**src/sv/xmcrc_pkg.sv**
```systemverilog
// Package for the XModem-CRC frame receiver: transaction types, protocol
// character codes, result kinds, phase codes and the byte-wide CRC-16 update.
// Depends on nothing; every module of the block refers to it by scoped names.
`timescale 1ns / 1ps

package xmcrc_pkg;

    // Frame geometry and offset defaults
    localparam int FRAME_BYTES       = 128;
    localparam int IDX_W             = $clog2(FRAME_BYTES);
    localparam int OFFSET_BITS_DEF   = 20;
    localparam int COMMIT_W          = 20;
    localparam int REGION_W          = 21;
    localparam logic [REGION_W-1:0] REGION_RESET = 21'h00E000;

    // Job queue between parser and emitter
    localparam int QUEUE_DEPTH_DEF   = 4;

    // Protocol characters
    localparam logic [7:0] CH_START = 8'h43;
    localparam logic [7:0] CH_SOH   = 8'h01;
    localparam logic [7:0] CH_EOT   = 8'h04;
    localparam logic [7:0] CH_ACK   = 8'h06;
    localparam logic [7:0] CH_NAK   = 8'h15;
    localparam logic [7:0] CH_CAN   = 8'h18;
    localparam logic [7:0] CH_TMO   = 8'hFF;
    localparam logic [7:0] CH_DBG   = 8'hEE;
    localparam logic [7:0] INV_OK   = 8'hFF;

    localparam logic [15:0] CRC_POLY = 16'h1021;

    // Result kinds
    localparam logic [1:0] KIND_SEND   = 2'd0;
    localparam logic [1:0] KIND_STAGE  = 2'd1;
    localparam logic [1:0] KIND_COMMIT = 2'd2;
    localparam logic [1:0] KIND_END    = 2'd3;

    // End codes
    localparam logic [7:0] END_DONE   = 8'd0;
    localparam logic [7:0] END_CANCEL = 8'd1;

    // Parser phases
    localparam int PH_W = 3;
    localparam logic [PH_W-1:0] PH_WAIT_C = 3'd0;
    localparam logic [PH_W-1:0] PH_IDLE   = 3'd1;
    localparam logic [PH_W-1:0] PH_BLK    = 3'd2;
    localparam logic [PH_W-1:0] PH_INV    = 3'd3;
    localparam logic [PH_W-1:0] PH_DATA   = 3'd4;
    localparam logic [PH_W-1:0] PH_CRCH   = 3'd5;
    localparam logic [PH_W-1:0] PH_CRCL   = 3'd6;
    localparam logic [PH_W-1:0] PH_HALT   = 3'd7;

    typedef struct packed {
        logic [7:0] rx_byte;
        logic       timed_out;
    } in_item_t;

    typedef struct packed {
        logic [1:0]          kind;
        logic [7:0]          value;
        logic [IDX_W-1:0]    stage_index;
        logic [COMMIT_W-1:0] commit_offset;
        logic                last;
    } out_item_t;

    // One parsed input: one or two results
    typedef struct packed {
        logic      two;
        out_item_t r0;
        out_item_t r1;
    } job_t;

    typedef struct packed {
        logic push;
        job_t job;
    } job_wr_t;

    function automatic out_item_t mk_item(
        input logic [1:0]          kind,
        input logic [7:0]          value,
        input logic [IDX_W-1:0]    idx,
        input logic [COMMIT_W-1:0] off,
        input logic                last
    );
        out_item_t r;
        r.kind          = kind;
        r.value         = value;
        r.stage_index   = idx;
        r.commit_offset = off;
        r.last          = last;
        return r;
    endfunction

    // Byte-wide CRC-16 update, MSB first
    function automatic logic [15:0] crc16_byte(input logic [15:0] crc, input logic [7:0] b);
        logic [15:0] c;
        c = crc ^ {b, 8'h00};
        for (int i = 0; i < 8; i++) begin
            if (c[15])
                c = {c[14:0], 1'b0} ^ CRC_POLY;
            else
                c = {c[14:0], 1'b0};
        end
        return c;
    endfunction

endpackage

```
**src/sv/xmodem_crc_frame_receiver.sv**
```systemverilog
// XModem-CRC frame receiver, a parser front end, a job queue and a result
// emitter. Depends on xmcrc_pkg, xmcrc_front, xmcrc_queue and xmcrc_back.
`timescale 1ns / 1ps

// One input transaction carries a received byte or a receive timeout. The
// block first waits for 'C', then parses XModem frames (SOH, block, inverse
// block, 128 data bytes, big-endian CRC-16 with polynomial 0x1021 and seed 0).
// Each data byte leaves as a staged-data result with its index; a frame with a
// good CRC and the expected block that fits inside region_bytes gives a commit
// result at the running offset followed by ACK. EOT gives ACK then ended with
// code 0, CAN gives ended with code 1, and the block then ignores all input
// until reset. Input is taken at one transaction per cycle while in_stall is
// low; the parser and CRC update finish in the cycle of acceptance. Results
// leave through a single output register at one per cycle when out_stall is
// low, so an input that gives two results (EOT, timeout in the data, committed
// frame) holds the emitter for both; a four-deep job queue absorbs these and
// output stalls, and in_stall rises only when that queue is full. Each job is
// queued first, then its results pass the output register. Write region_bytes
// on the cfg channel only while the block is idle; cfg_ready is always high.

module xmodem_crc_frame_receiver #(
    parameter int OFFSET_BITS = xmcrc_pkg::OFFSET_BITS_DEF,
    parameter int QUEUE_DEPTH = xmcrc_pkg::QUEUE_DEPTH_DEF
) (
    input  logic                             clk,
    input  logic                             rst_n,
    // configuration write channel
    input  logic                             cfg_valid,
    output logic                             cfg_ready,
    input  logic [xmcrc_pkg::REGION_W-1:0]   cfg_data,
    // received byte channel
    input  logic                             in_valid,
    output logic                             in_stall,
    input  xmcrc_pkg::in_item_t              in_data,
    // result channel
    output logic                             out_valid,
    input  logic                             out_stall,
    output xmcrc_pkg::out_item_t             out_data
);

    xmcrc_pkg::job_wr_t job_wr;
    xmcrc_pkg::job_t    head;
    logic               q_empty;
    logic               q_full;
    logic               q_pop;
    logic               in_accept;

    // Always take configuration; the register lives in the parser
    assign cfg_ready = 1'b1;

    // Hold input while the job queue has no room
    assign in_stall  = q_full;
    assign in_accept = in_valid && !q_full;

    xmcrc_front #(
        .OFFSET_BITS (OFFSET_BITS)
    ) u_front (
        .clk       (clk),
        .rst_n     (rst_n),
        .cfg_valid (cfg_valid),
        .cfg_data  (cfg_data),
        .in_accept (in_accept),
        .in_data   (in_data),
        .job_wr    (job_wr)
    );

    xmcrc_queue #(
        .DEPTH (QUEUE_DEPTH)
    ) u_queue (
        .clk   (clk),
        .rst_n (rst_n),
        .wr    (job_wr),
        .pop   (q_pop),
        .head  (head),
        .empty (q_empty),
        .full  (q_full)
    );

    xmcrc_back u_back (
        .clk       (clk),
        .rst_n     (rst_n),
        .head      (head),
        .empty     (q_empty),
        .pop       (q_pop),
        .out_valid (out_valid),
        .out_stall (out_stall),
        .out_data  (out_data)
    );

endmodule

```
**src/sv/xmcrc_front.sv**
```systemverilog
// Parser front end: accepts received bytes, runs the XModem state machine and
// CRC, and pushes one job per input that gives results. Uses xmcrc_pkg.
`timescale 1ns / 1ps

module xmcrc_front #(
    parameter int OFFSET_BITS = xmcrc_pkg::OFFSET_BITS_DEF
) (
    input  logic                                clk,
    input  logic                                rst_n,
    input  logic                                cfg_valid,
    input  logic [xmcrc_pkg::REGION_W-1:0]      cfg_data,
    input  logic                                in_accept,
    input  xmcrc_pkg::in_item_t                 in_data,
    output xmcrc_pkg::job_wr_t                  job_wr
);

    localparam int SUM_W = ((OFFSET_BITS > xmcrc_pkg::REGION_W) ?
                            OFFSET_BITS : xmcrc_pkg::REGION_W) + 1;

    logic [xmcrc_pkg::REGION_W-1:0]  region_reg,   region_next;
    logic [xmcrc_pkg::PH_W-1:0]      phase_reg,    phase_next;
    logic [7:0]                      exp_blk_reg,  exp_blk_next;
    logic [7:0]                      prev_blk_reg, prev_blk_next;
    logic [7:0]                      rcv_blk_reg,  rcv_blk_next;
    logic [xmcrc_pkg::IDX_W-1:0]     count_reg,    count_next;
    logic [15:0]                     crc_reg,      crc_next;
    logic [7:0]                      crc_hi_reg,   crc_hi_next;
    logic [OFFSET_BITS-1:0]          offset_reg,   offset_next;

    logic [7:0]       b;
    logic [SUM_W-1:0] off_ext, off_sum, lim_cap, lim, omask;
    logic [15:0]      rx_crc;
    logic             fits;
    xmcrc_pkg::out_item_t nul;

    assign b       = in_data.timed_out ? xmcrc_pkg::CH_TMO : in_data.rx_byte;
    assign off_ext = SUM_W'(offset_reg);
    assign off_sum = off_ext + SUM_W'(xmcrc_pkg::FRAME_BYTES);
    assign lim_cap = SUM_W'(1) << OFFSET_BITS;
    assign omask   = lim_cap - SUM_W'(1);
    assign lim     = (SUM_W'(region_reg) > lim_cap) ? lim_cap : SUM_W'(region_reg);
    assign fits    = (off_sum <= lim);
    assign rx_crc  = {crc_hi_reg, b};
    assign nul     = xmcrc_pkg::mk_item(xmcrc_pkg::KIND_SEND, 8'd0, '0, '0, 1'b0);

    always_comb
    begin
        region_next   = cfg_valid ? cfg_data : region_reg;
        phase_next    = phase_reg;
        exp_blk_next  = exp_blk_reg;
        prev_blk_next = prev_blk_reg;
        rcv_blk_next  = rcv_blk_reg;
        count_next    = count_reg;
        crc_next      = crc_reg;
        crc_hi_next   = crc_hi_reg;
        offset_next   = offset_reg;
        job_wr.push   = 1'b0;
        job_wr.job.two = 1'b0;
        job_wr.job.r0  = nul;
        job_wr.job.r1  = nul;

        if (in_accept)
        begin
            case (phase_reg)
                xmcrc_pkg::PH_WAIT_C:
                begin
                    if (b == xmcrc_pkg::CH_START)
                        phase_next = xmcrc_pkg::PH_IDLE;
                end
                xmcrc_pkg::PH_IDLE:
                begin
                    if (b == xmcrc_pkg::CH_SOH)
                    begin
                        phase_next = xmcrc_pkg::PH_BLK;
                    end
                    else if (b == xmcrc_pkg::CH_EOT)
                    begin
                        job_wr.push    = 1'b1;
                        job_wr.job.two = 1'b1;
                        job_wr.job.r0  = xmcrc_pkg::mk_item(xmcrc_pkg::KIND_SEND,
                                             xmcrc_pkg::CH_ACK, '0, '0, 1'b0);
                        job_wr.job.r1  = xmcrc_pkg::mk_item(xmcrc_pkg::KIND_END,
                                             xmcrc_pkg::END_DONE, '0, '0, 1'b1);
                        phase_next     = xmcrc_pkg::PH_HALT;
                    end
                    else if (b == xmcrc_pkg::CH_CAN)
                    begin
                        job_wr.push   = 1'b1;
                        job_wr.job.r0 = xmcrc_pkg::mk_item(xmcrc_pkg::KIND_END,
                                            xmcrc_pkg::END_CANCEL, '0, '0, 1'b1);
                        phase_next    = xmcrc_pkg::PH_HALT;
                    end
                end
                xmcrc_pkg::PH_BLK:
                begin
                    rcv_blk_next = b;
                    phase_next   = xmcrc_pkg::PH_INV;
                end
                xmcrc_pkg::PH_INV:
                begin
                    if ((rcv_blk_reg ^ b) != xmcrc_pkg::INV_OK)
                    begin
                        job_wr.push   = 1'b1;
                        job_wr.job.r0 = xmcrc_pkg::mk_item(xmcrc_pkg::KIND_SEND,
                                            xmcrc_pkg::CH_NAK, '0, '0, 1'b1);
                        phase_next    = xmcrc_pkg::PH_IDLE;
                    end
                    else
                    begin
                        count_next = '0;
                        crc_next   = 16'h0000;
                        phase_next = xmcrc_pkg::PH_DATA;
                    end
                end
                xmcrc_pkg::PH_DATA:
                begin
                    job_wr.push = 1'b1;
                    if (in_data.timed_out)
                    begin
                        job_wr.job.two = 1'b1;
                        job_wr.job.r0  = xmcrc_pkg::mk_item(xmcrc_pkg::KIND_SEND,
                                             xmcrc_pkg::CH_DBG, '0, '0, 1'b0);
                        job_wr.job.r1  = xmcrc_pkg::mk_item(xmcrc_pkg::KIND_SEND,
                                             xmcrc_pkg::CH_NAK, '0, '0, 1'b1);
                        phase_next     = xmcrc_pkg::PH_IDLE;
                    end
                    else
                    begin
                        job_wr.job.r0 = xmcrc_pkg::mk_item(xmcrc_pkg::KIND_STAGE,
                                            b, count_reg, '0, 1'b1);
                        crc_next      = xmcrc_pkg::crc16_byte(crc_reg, b);
                        count_next    = count_reg + 1'b1;
                        if (count_reg == xmcrc_pkg::IDX_W'(xmcrc_pkg::FRAME_BYTES - 1))
                            phase_next = xmcrc_pkg::PH_CRCH;
                    end
                end
                xmcrc_pkg::PH_CRCH:
                begin
                    crc_hi_next = b;
                    phase_next  = xmcrc_pkg::PH_CRCL;
                end
                xmcrc_pkg::PH_CRCL:
                begin
                    job_wr.push = 1'b1;
                    phase_next  = xmcrc_pkg::PH_IDLE;
                    if (rx_crc != crc_reg)
                    begin
                        job_wr.job.r0 = xmcrc_pkg::mk_item(xmcrc_pkg::KIND_SEND,
                                            xmcrc_pkg::CH_NAK, '0, '0, 1'b1);
                    end
                    else if (rcv_blk_reg == prev_blk_reg)
                    begin
                        job_wr.job.r0 = xmcrc_pkg::mk_item(xmcrc_pkg::KIND_SEND,
                                            xmcrc_pkg::CH_ACK, '0, '0, 1'b1);
                    end
                    else if (rcv_blk_reg != exp_blk_reg || !fits)
                    begin
                        job_wr.job.r0 = xmcrc_pkg::mk_item(xmcrc_pkg::KIND_SEND,
                                            xmcrc_pkg::CH_NAK, '0, '0, 1'b1);
                    end
                    else
                    begin
                        job_wr.job.two = 1'b1;
                        job_wr.job.r0  = xmcrc_pkg::mk_item(xmcrc_pkg::KIND_COMMIT,
                                             8'd0, '0,
                                             xmcrc_pkg::COMMIT_W'(off_ext), 1'b0);
                        job_wr.job.r1  = xmcrc_pkg::mk_item(xmcrc_pkg::KIND_SEND,
                                             xmcrc_pkg::CH_ACK, '0, '0, 1'b1);
                        prev_blk_next  = rcv_blk_reg;
                        exp_blk_next   = exp_blk_reg + 8'd1;
                        offset_next    = (off_sum > omask) ? OFFSET_BITS'(omask)
                                                           : OFFSET_BITS'(off_sum);
                    end
                end
                default:
                begin
                    phase_next = xmcrc_pkg::PH_HALT;
                end
            endcase
        end
    end

    always_ff @(posedge clk or negedge rst_n)
    begin
        if (!rst_n)
        begin
            region_reg   <= xmcrc_pkg::REGION_RESET;
            phase_reg    <= xmcrc_pkg::PH_WAIT_C;
            exp_blk_reg  <= 8'd1;
            prev_blk_reg <= 8'd0;
            rcv_blk_reg  <= 8'd0;
            count_reg    <= '0;
            crc_reg      <= 16'h0000;
            crc_hi_reg   <= 8'd0;
            offset_reg   <= '0;
        end
        else
        begin
            region_reg   <= region_next;
            phase_reg    <= phase_next;
            exp_blk_reg  <= exp_blk_next;
            prev_blk_reg <= prev_blk_next;
            rcv_blk_reg  <= rcv_blk_next;
            count_reg    <= count_next;
            crc_reg      <= crc_next;
            crc_hi_reg   <= crc_hi_next;
            offset_reg   <= offset_next;
        end
    end

`ifndef SYNTHESIS
    // Jobs only come from accepted transactions
    a_push_needs_accept: assert property (@(posedge clk) disable iff (!rst_n)
        job_wr.push |-> in_accept)
        else $error("job pushed without an accepted input");

    // Once halted, stay halted until reset
    a_halt_sticks: assert property (@(posedge clk) disable iff (!rst_n)
        (phase_reg == xmcrc_pkg::PH_HALT) |=> (phase_reg == xmcrc_pkg::PH_HALT))
        else $error("parser left the halted phase");
`endif

endmodule

```
**src/sv/xmcrc_queue.sv**
```systemverilog
// Short job queue between parser and emitter, held in a small register array.
// Uses xmcrc_pkg for the job type.
`timescale 1ns / 1ps

module xmcrc_queue #(
    parameter int DEPTH = xmcrc_pkg::QUEUE_DEPTH_DEF
) (
    input  logic               clk,
    input  logic               rst_n,
    input  xmcrc_pkg::job_wr_t wr,
    input  logic               pop,
    output xmcrc_pkg::job_t    head,
    output logic               empty,
    output logic               full
);

    localparam int PTR_W = (DEPTH > 1) ? $clog2(DEPTH) : 1;
    localparam int CNT_W = $clog2(DEPTH + 1);

    xmcrc_pkg::job_t    mem [DEPTH];
    logic [PTR_W-1:0]   wp_reg, wp_next;
    logic [PTR_W-1:0]   rp_reg, rp_next;
    logic [CNT_W-1:0]   cnt_reg, cnt_next;
    logic               do_wr, do_rd;

    assign empty = (cnt_reg == CNT_W'(0));
    assign full  = (cnt_reg == CNT_W'(DEPTH));
    assign do_wr = wr.push && !full;
    assign do_rd = pop && !empty;
    assign head  = mem[rp_reg];

    always_comb
    begin
        wp_next  = wp_reg;
        rp_next  = rp_reg;
        cnt_next = cnt_reg;
        if (do_wr)
            wp_next = (wp_reg == PTR_W'(DEPTH - 1)) ? '0 : wp_reg + 1'b1;
        if (do_rd)
            rp_next = (rp_reg == PTR_W'(DEPTH - 1)) ? '0 : rp_reg + 1'b1;
        if (do_wr && !do_rd)
            cnt_next = cnt_reg + 1'b1;
        else if (do_rd && !do_wr)
            cnt_next = cnt_reg - 1'b1;
    end

    always_ff @(posedge clk)
    begin
        if (do_wr)
            mem[wp_reg] <= wr.job;
    end

    always_ff @(posedge clk or negedge rst_n)
    begin
        if (!rst_n)
        begin
            wp_reg  <= '0;
            rp_reg  <= '0;
            cnt_reg <= '0;
        end
        else
        begin
            wp_reg  <= wp_next;
            rp_reg  <= rp_next;
            cnt_reg <= cnt_next;
        end
    end

`ifndef SYNTHESIS
    a_no_overflow: assert property (@(posedge clk) disable iff (!rst_n)
        !(wr.push && full))
        else $error("job pushed into a full queue");
`endif

endmodule

```
**src/sv/xmcrc_back.sv**
```systemverilog
// Emitter back end: takes jobs from the queue and presents their one or two
// results through a registered output stage. Uses xmcrc_pkg.
`timescale 1ns / 1ps

module xmcrc_back (
    input  logic                  clk,
    input  logic                  rst_n,
    input  xmcrc_pkg::job_t       head,
    input  logic                  empty,
    output logic                  pop,
    output logic                  out_valid,
    input  logic                  out_stall,
    output xmcrc_pkg::out_item_t  out_data
);

    logic                 valid_reg, valid_next;
    logic                 half_reg,  half_next;
    xmcrc_pkg::out_item_t data_reg,  data_next;
    logic                 load;

    // Output stage is free when empty or being taken this cycle
    assign load = !valid_reg || !out_stall;

    always_comb
    begin
        valid_next = valid_reg;
        half_next  = half_reg;
        data_next  = data_reg;
        pop        = 1'b0;
        if (load)
        begin
            valid_next = !empty;
            if (!empty)
            begin
                data_next = half_reg ? head.r1 : head.r0;
                pop       = half_reg || !head.two;
                half_next = !half_reg && head.two;
            end
        end
    end

    always_ff @(posedge clk or negedge rst_n)
    begin
        if (!rst_n)
        begin
            valid_reg <= 1'b0;
            half_reg  <= 1'b0;
        end
        else
        begin
            valid_reg <= valid_next;
            half_reg  <= half_next;
        end
    end

    always_ff @(posedge clk)
    begin
        data_reg <= data_next;
    end

    assign out_valid = valid_reg;
    assign out_data  = data_reg;

`ifndef SYNTHESIS
    // The second half of a job keeps its job at the queue head
    a_half_has_job: assert property (@(posedge clk) disable iff (!rst_n)
        half_reg |-> !empty)
        else $error("second result pending with an empty queue");

    a_pop_on_last: assert property (@(posedge clk) disable iff (!rst_n)
        pop |=> (out_valid && out_data.last))
        else $error("job dropped before its last result was loaded");
`endif

endmodule
```
**config.mk**
```make
export PLATFORM = sky130hd
export DESIGN_NAME = xmodem_crc_frame_receiver
export DESIGN_NICKNAME = d
export VERILOG_FILES = /design/src/sv/xmcrc_pkg.sv /design/src/sv/xmodem_crc_frame_receiver.sv /design/src/sv/xmcrc_front.sv /design/src/sv/xmcrc_queue.sv /design/src/sv/xmcrc_back.sv
export SDC_FILE = /design/constraint.sdc
export NUM_CORES = 1
export LEC_CHECK = 0
export BUFFER_PORTS_ARGS = -buffer_cell sky130_fd_sc_hd__clkbuf_2
export CORE_MARGIN = 3
export CORE_UTILIZATION = 43
export CTS_BUF_LIST = sky130_fd_sc_hd__clkbuf_8
export CTS_CLUSTER_DIAMETER = 100
export DETAILED_ROUTE_END_ITERATION = 16
export PLACE_DENSITY = 0.59
export SETUP_SLACK_MARGIN = 0.4
export SYNTH_ARGS = -nofsm -noshare
export SYNTH_HDL_FRONTEND = slang
export SYNTH_SLANG_ARGS = --single-unit
```
**constraint.sdc**
```tcl
create_clock -name clk -period 6.45 [get_ports clk]
set_input_delay 0.9675 -clock clk [delete_from_list [all_inputs] [get_ports clk]]
set_output_delay 0.9675 -clock clk [all_outputs]
set_load 0.03 [all_outputs]
```
==> Flow_metrics.wiki <==
{| class="wikitable"
! Metric !! Value
|-
| Compound-gate portion of the synthesized area || 6.817%
|-
| Main area contributors after synthesis || edfxtp_1, dfrtp_1, mux4_2, xnor2_1, nand2_1
|-
| Routed length per placed instance || roughly 18 um
|-
| Synth top area share || 41.13%
|-
| Total Nets Final || around 1100
|-
| Mean instance size in the synthesized netlist || 13.22 um^2
|-
| Origin of the worst setup path || u_front.offset_reg[7]$_DFFE_PN0P_
|-
| Setup violators final || 0
|-
| Simple-gate share of the synthesized area || 12.13%
|-
| Post-CTS setup repair buffer count || 0
|-
| Ordered list of cells on the worst path || nand3_1, nor4_2, and3_1, and3_1, ha_1, nand3_1, nor4_1, o31ai_1, nand4_1, nand2_1, and3b_1, and2_1
|-
| Half-perimeter wire length after placement || 17540 um
|-
| Data arrival time of the critical path || around 4.7 ns
|-
| Maximum buffer depth of the clock tree || 3
|-
| Count of TritonRoute iterations in the first routing pass || 5
|-
| Final hold viol count || 0
|-
| Element type at the critical path end || flop
|-
| Highest attainable clock frequency || 226.8 MHz
|-
| CTS tree || done
|-
| Number of warnings issued by yosys || 0
|-
| Overall track demand over capacity in global routing || 16.59%
|-
| Outcome || finished clean
|-
| Maximum number of pins on one net before global-route repair || 72
|-
| Reg2reg path depth || 12
|-
| Worst slew pin tran || 1.056 ns
|-
| Ratio of cells with drive above 1 in the final layout || 21.65%
|-
| Post-synth top area cell || edfxtp_1
|-
| Die width || between 150 and 200 um
|-
| Synthesized netlist net count || approximately 1100
|-
| Multiplexer area fraction after synthesis || 9.321%
|-
| Root buffer cell || clkbuf_8
|-
| Leading cell type in the layout, fill and taps excluded || edfxtp_1
|-
| Accumulated negative setup slack || 0 ns
|-
| Via density per instance || 5.283
|-
| Most frequent cells in the layout || edfxtp_1, nand2_1, dfrtp_1
|-
| Site Rows || 63
|-
| Area delta synth->final || 11.56%
|-
| Antenna violations before repair || 0
|-
| Vias after detailed routing || 7893
|-
| Leakage power || 5.738 nW
|-
| Total power || about 5.9 mW
|-
| Clock tree skew after final layout || 0.01983 ns
|-
| Initial Util || 43.99%
|-
| IO buf count || 74
|-
| Critical path's slowest cell || nor4_1
|-
| H-tree Lvls || 2
|-
| Iter 0 DRT Violations || 525
|-
| Worst hold slack || about 0.36 ns
|-
| Amount of wire on met3 after detailed routing || 1103 um
|-
| Clock net sink count || ~280
|-
| Post-layout instance area || between 10000 and 15000 um^2
|-
| DRC Markers || 0
|-
| Max-slew violation total from the final report || 0
|-
| Cell area after synthesis || roughly 13000 um^2
|-
| Finished Core Util || 49.07%
|-
| Routed length on met2 || between 10000 and 15000 um
|-
| FF-to-FF Start || u_front.offset_reg[7]$_DFFE_PN0P_
|-
| Fraction of registers with async set/reset || a little over a third
|-
| Clk pin slew, worst setup/hold paths || 0.06 ns
|-
| FF-to-FF setup slack || 2.04 ns
|-
| R2r endpoint || u_queue.mem[3][54]$_DFFE_PP_
|-
| Count of unique library cells instantiated by Yosys || 60
|-
| M1 WL || 12590 um
|-
| Worst voltage drop across the vdd grid || 0.1438 mV
|-
| Minimum clock period after layout || roughly 4.4 ns
|-
| Top_reg_cell synth || edfxtp_1
|-
| Critical path class || flop to flop
|-
| Hold Crit Class || primary input to async pin
|-
| Number of top-level pins || between 70 and 80
|-
| Area after detailed placement || 13790 um^2
|-
| Top routing layer in use || met4
|-
| Largest family of logic cells by synthesized area || simple AND/OR/NAND/NOR gates
|-
| Clock latency of the later-clocked register in the worst-skew pair || 0.56 ns
|-
| Max-capacitance violation count || 0
|-
| Number of buffers inserted by hold repair at cts || 0
|-
| Critical-path maximum fanout || 19
|-
| Final clock period utilization by the worst path || 68.37%
|-
| Launching element type of the critical path || flop
|-
| Number of cells upsized or downsized after cts || 0
|-
| Sequential fraction of the synthesis area || between 60% and 70%
|-
| Remaining number of nets flagged by the antenna check after routing || 0
|-
| Critical Path RT || 6.74 ns
|-
| Total wire length after detailed routing || 26840 um
|-
| Worst path max stage delay || 0.58 ns
|-
| Global-route congestion overflow total || 0
|-
| Flops & latches, synth || ~280
|-
| Standard cell core area || 29870 um^2
|-
| Fraction of synthesized cell area in xor and xnor cells || 5.265%
|-
| Power per unit of standard cell area || 399.8 nW/um^2
|-
| Share of synthesized cell area in full adder, half adder and majority cells || 3.009%
|-
| Via count of the first global-routing pass || 8100
|-
| Cell count after synthesis || 994
|-
| Clock buffer count from CTS || 46
|-
| Slew HR || 29.59%
|-
| RSZ-0062 raised after global routing || no
|-
| Number of enable-type register cells in the synthesized netlist || 180
|-
| Largest register FFs || around 150
|-
| Wire length of the first global-routing pass || 43770 um
|-
| Die outline height || 180.8 um
|-
| Number of antenna diodes || 0
|-
| Overall die area || about 33000 um^2
|-
| Final estimated routing congestion in global placement || 0.8298
|}
layer usage:
metal	GRT usage, %	vias to the layer above
li1	-	3794
met1	22.95	3903
met2	27.03	155
met3	3.080	41
met4	4.728	0
met5	0	-
through the flow:
step / std cells / setup slack [ns]
2_1_floorplan: 994 / 2.301
3_3_place_gp: 1409 / 1.918
3_5_place_dp: 1409 / 1.757
4_1_cts: 1494 / 1.749
5_1_grt: 1494 / 1.596
6_report: 1494 / 2.040
worst max path at each step:
stage | slack [ns] | endpoint
2_1_floorplan | 2.30 | u_queue.cnt_reg[1]$_DFFE_PN0P_
3_3_place_gp | 1.92 | u_queue.mem[0][46]$_DFFE_PP_
3_5_place_dp | 1.76 | u_queue.mem[1][54]$_DFFE_PP_
4_1_cts | 1.75 | u_queue.mem[3][54]$_DFFE_PP_
5_1_grt | 1.60 | u_queue.mem[3][54]$_DFFE_PP_
6_report | 2.04 | u_queue.mem[3][54]$_DFFE_PP_
logic make-up (layout without fill, tap and decap cells):
logic type | count (synthesis) | count (layout)
buffers and inverters | 74 | 184
AO/OA/AOI/OAI | 139 | 139
flip-flops | 282 | 282
adder cells (fa/ha/maj) | 31 | 31
XOR/XNOR | 79 | 79
AND/OR/NAND/NOR | 316 | 316
other | 1 | 1
multiplexers | 72 | 72
worst max-delay path: cells and delay by family (launching register included):
kind | cells | cell delay, ns
AND/OR/NAND/NOR | 10 | 3.28
flip-flops | 1 | 0.47
adder cells (fa/ha/maj) | 1 | 0.23
AO/OA/AOI/OAI | 1 | 0.18
final cells by class:
cell class	instances	area (um^2)
Sequential cell	282	7964
Fill cell	2658	15210
Clock buffer	53	729.5
Timing Repair Buffer	84	447.9
Tap cell	390	488.0
Multi-Input combinational cell	638	4835
Clock inverter	32	140.1
Inverter	15	56.30
synthesized netlist by cell type, types with 6 or more instances:
library cell	number
nor3b_1	9
dfrtp_1	98
buf_4	10
mux4_2	37
clkbuf_1	26
nand2_1	105
edfxtp_1	180
xnor2_1	53
nor2b_1	11
ha_1	30
nand3_1	18
nor2_1	54
inv_1	14
a31oi_1	14
nor4_1	9
and2_1	56
nand2b_1	6
or3_1	6
o31ai_1	8
and3_1	6
mux2_2	33
a21oi_1	31
nand4_1	18
a22o_1	6
xor2_1	26
buf_2	13
o21ai_0	53
where the power goes:
| group | total [mW] | internal, mW | switching, mW | leakage, nW |
|---|---|---|---|---|
| Combinational | 1.78 | 0.742 | 1.04 | 2.23 |
| Sequential | 2.64 | 2.37 | 0.270 | 3.00 |
| Clock | 1.44 | 0.753 | 0.691 | 0.513 |
| Total | 5.86 | 3.87 | 2.00 | 5.74 |
No activity file was read; power rests on OpenSTA's default activity.
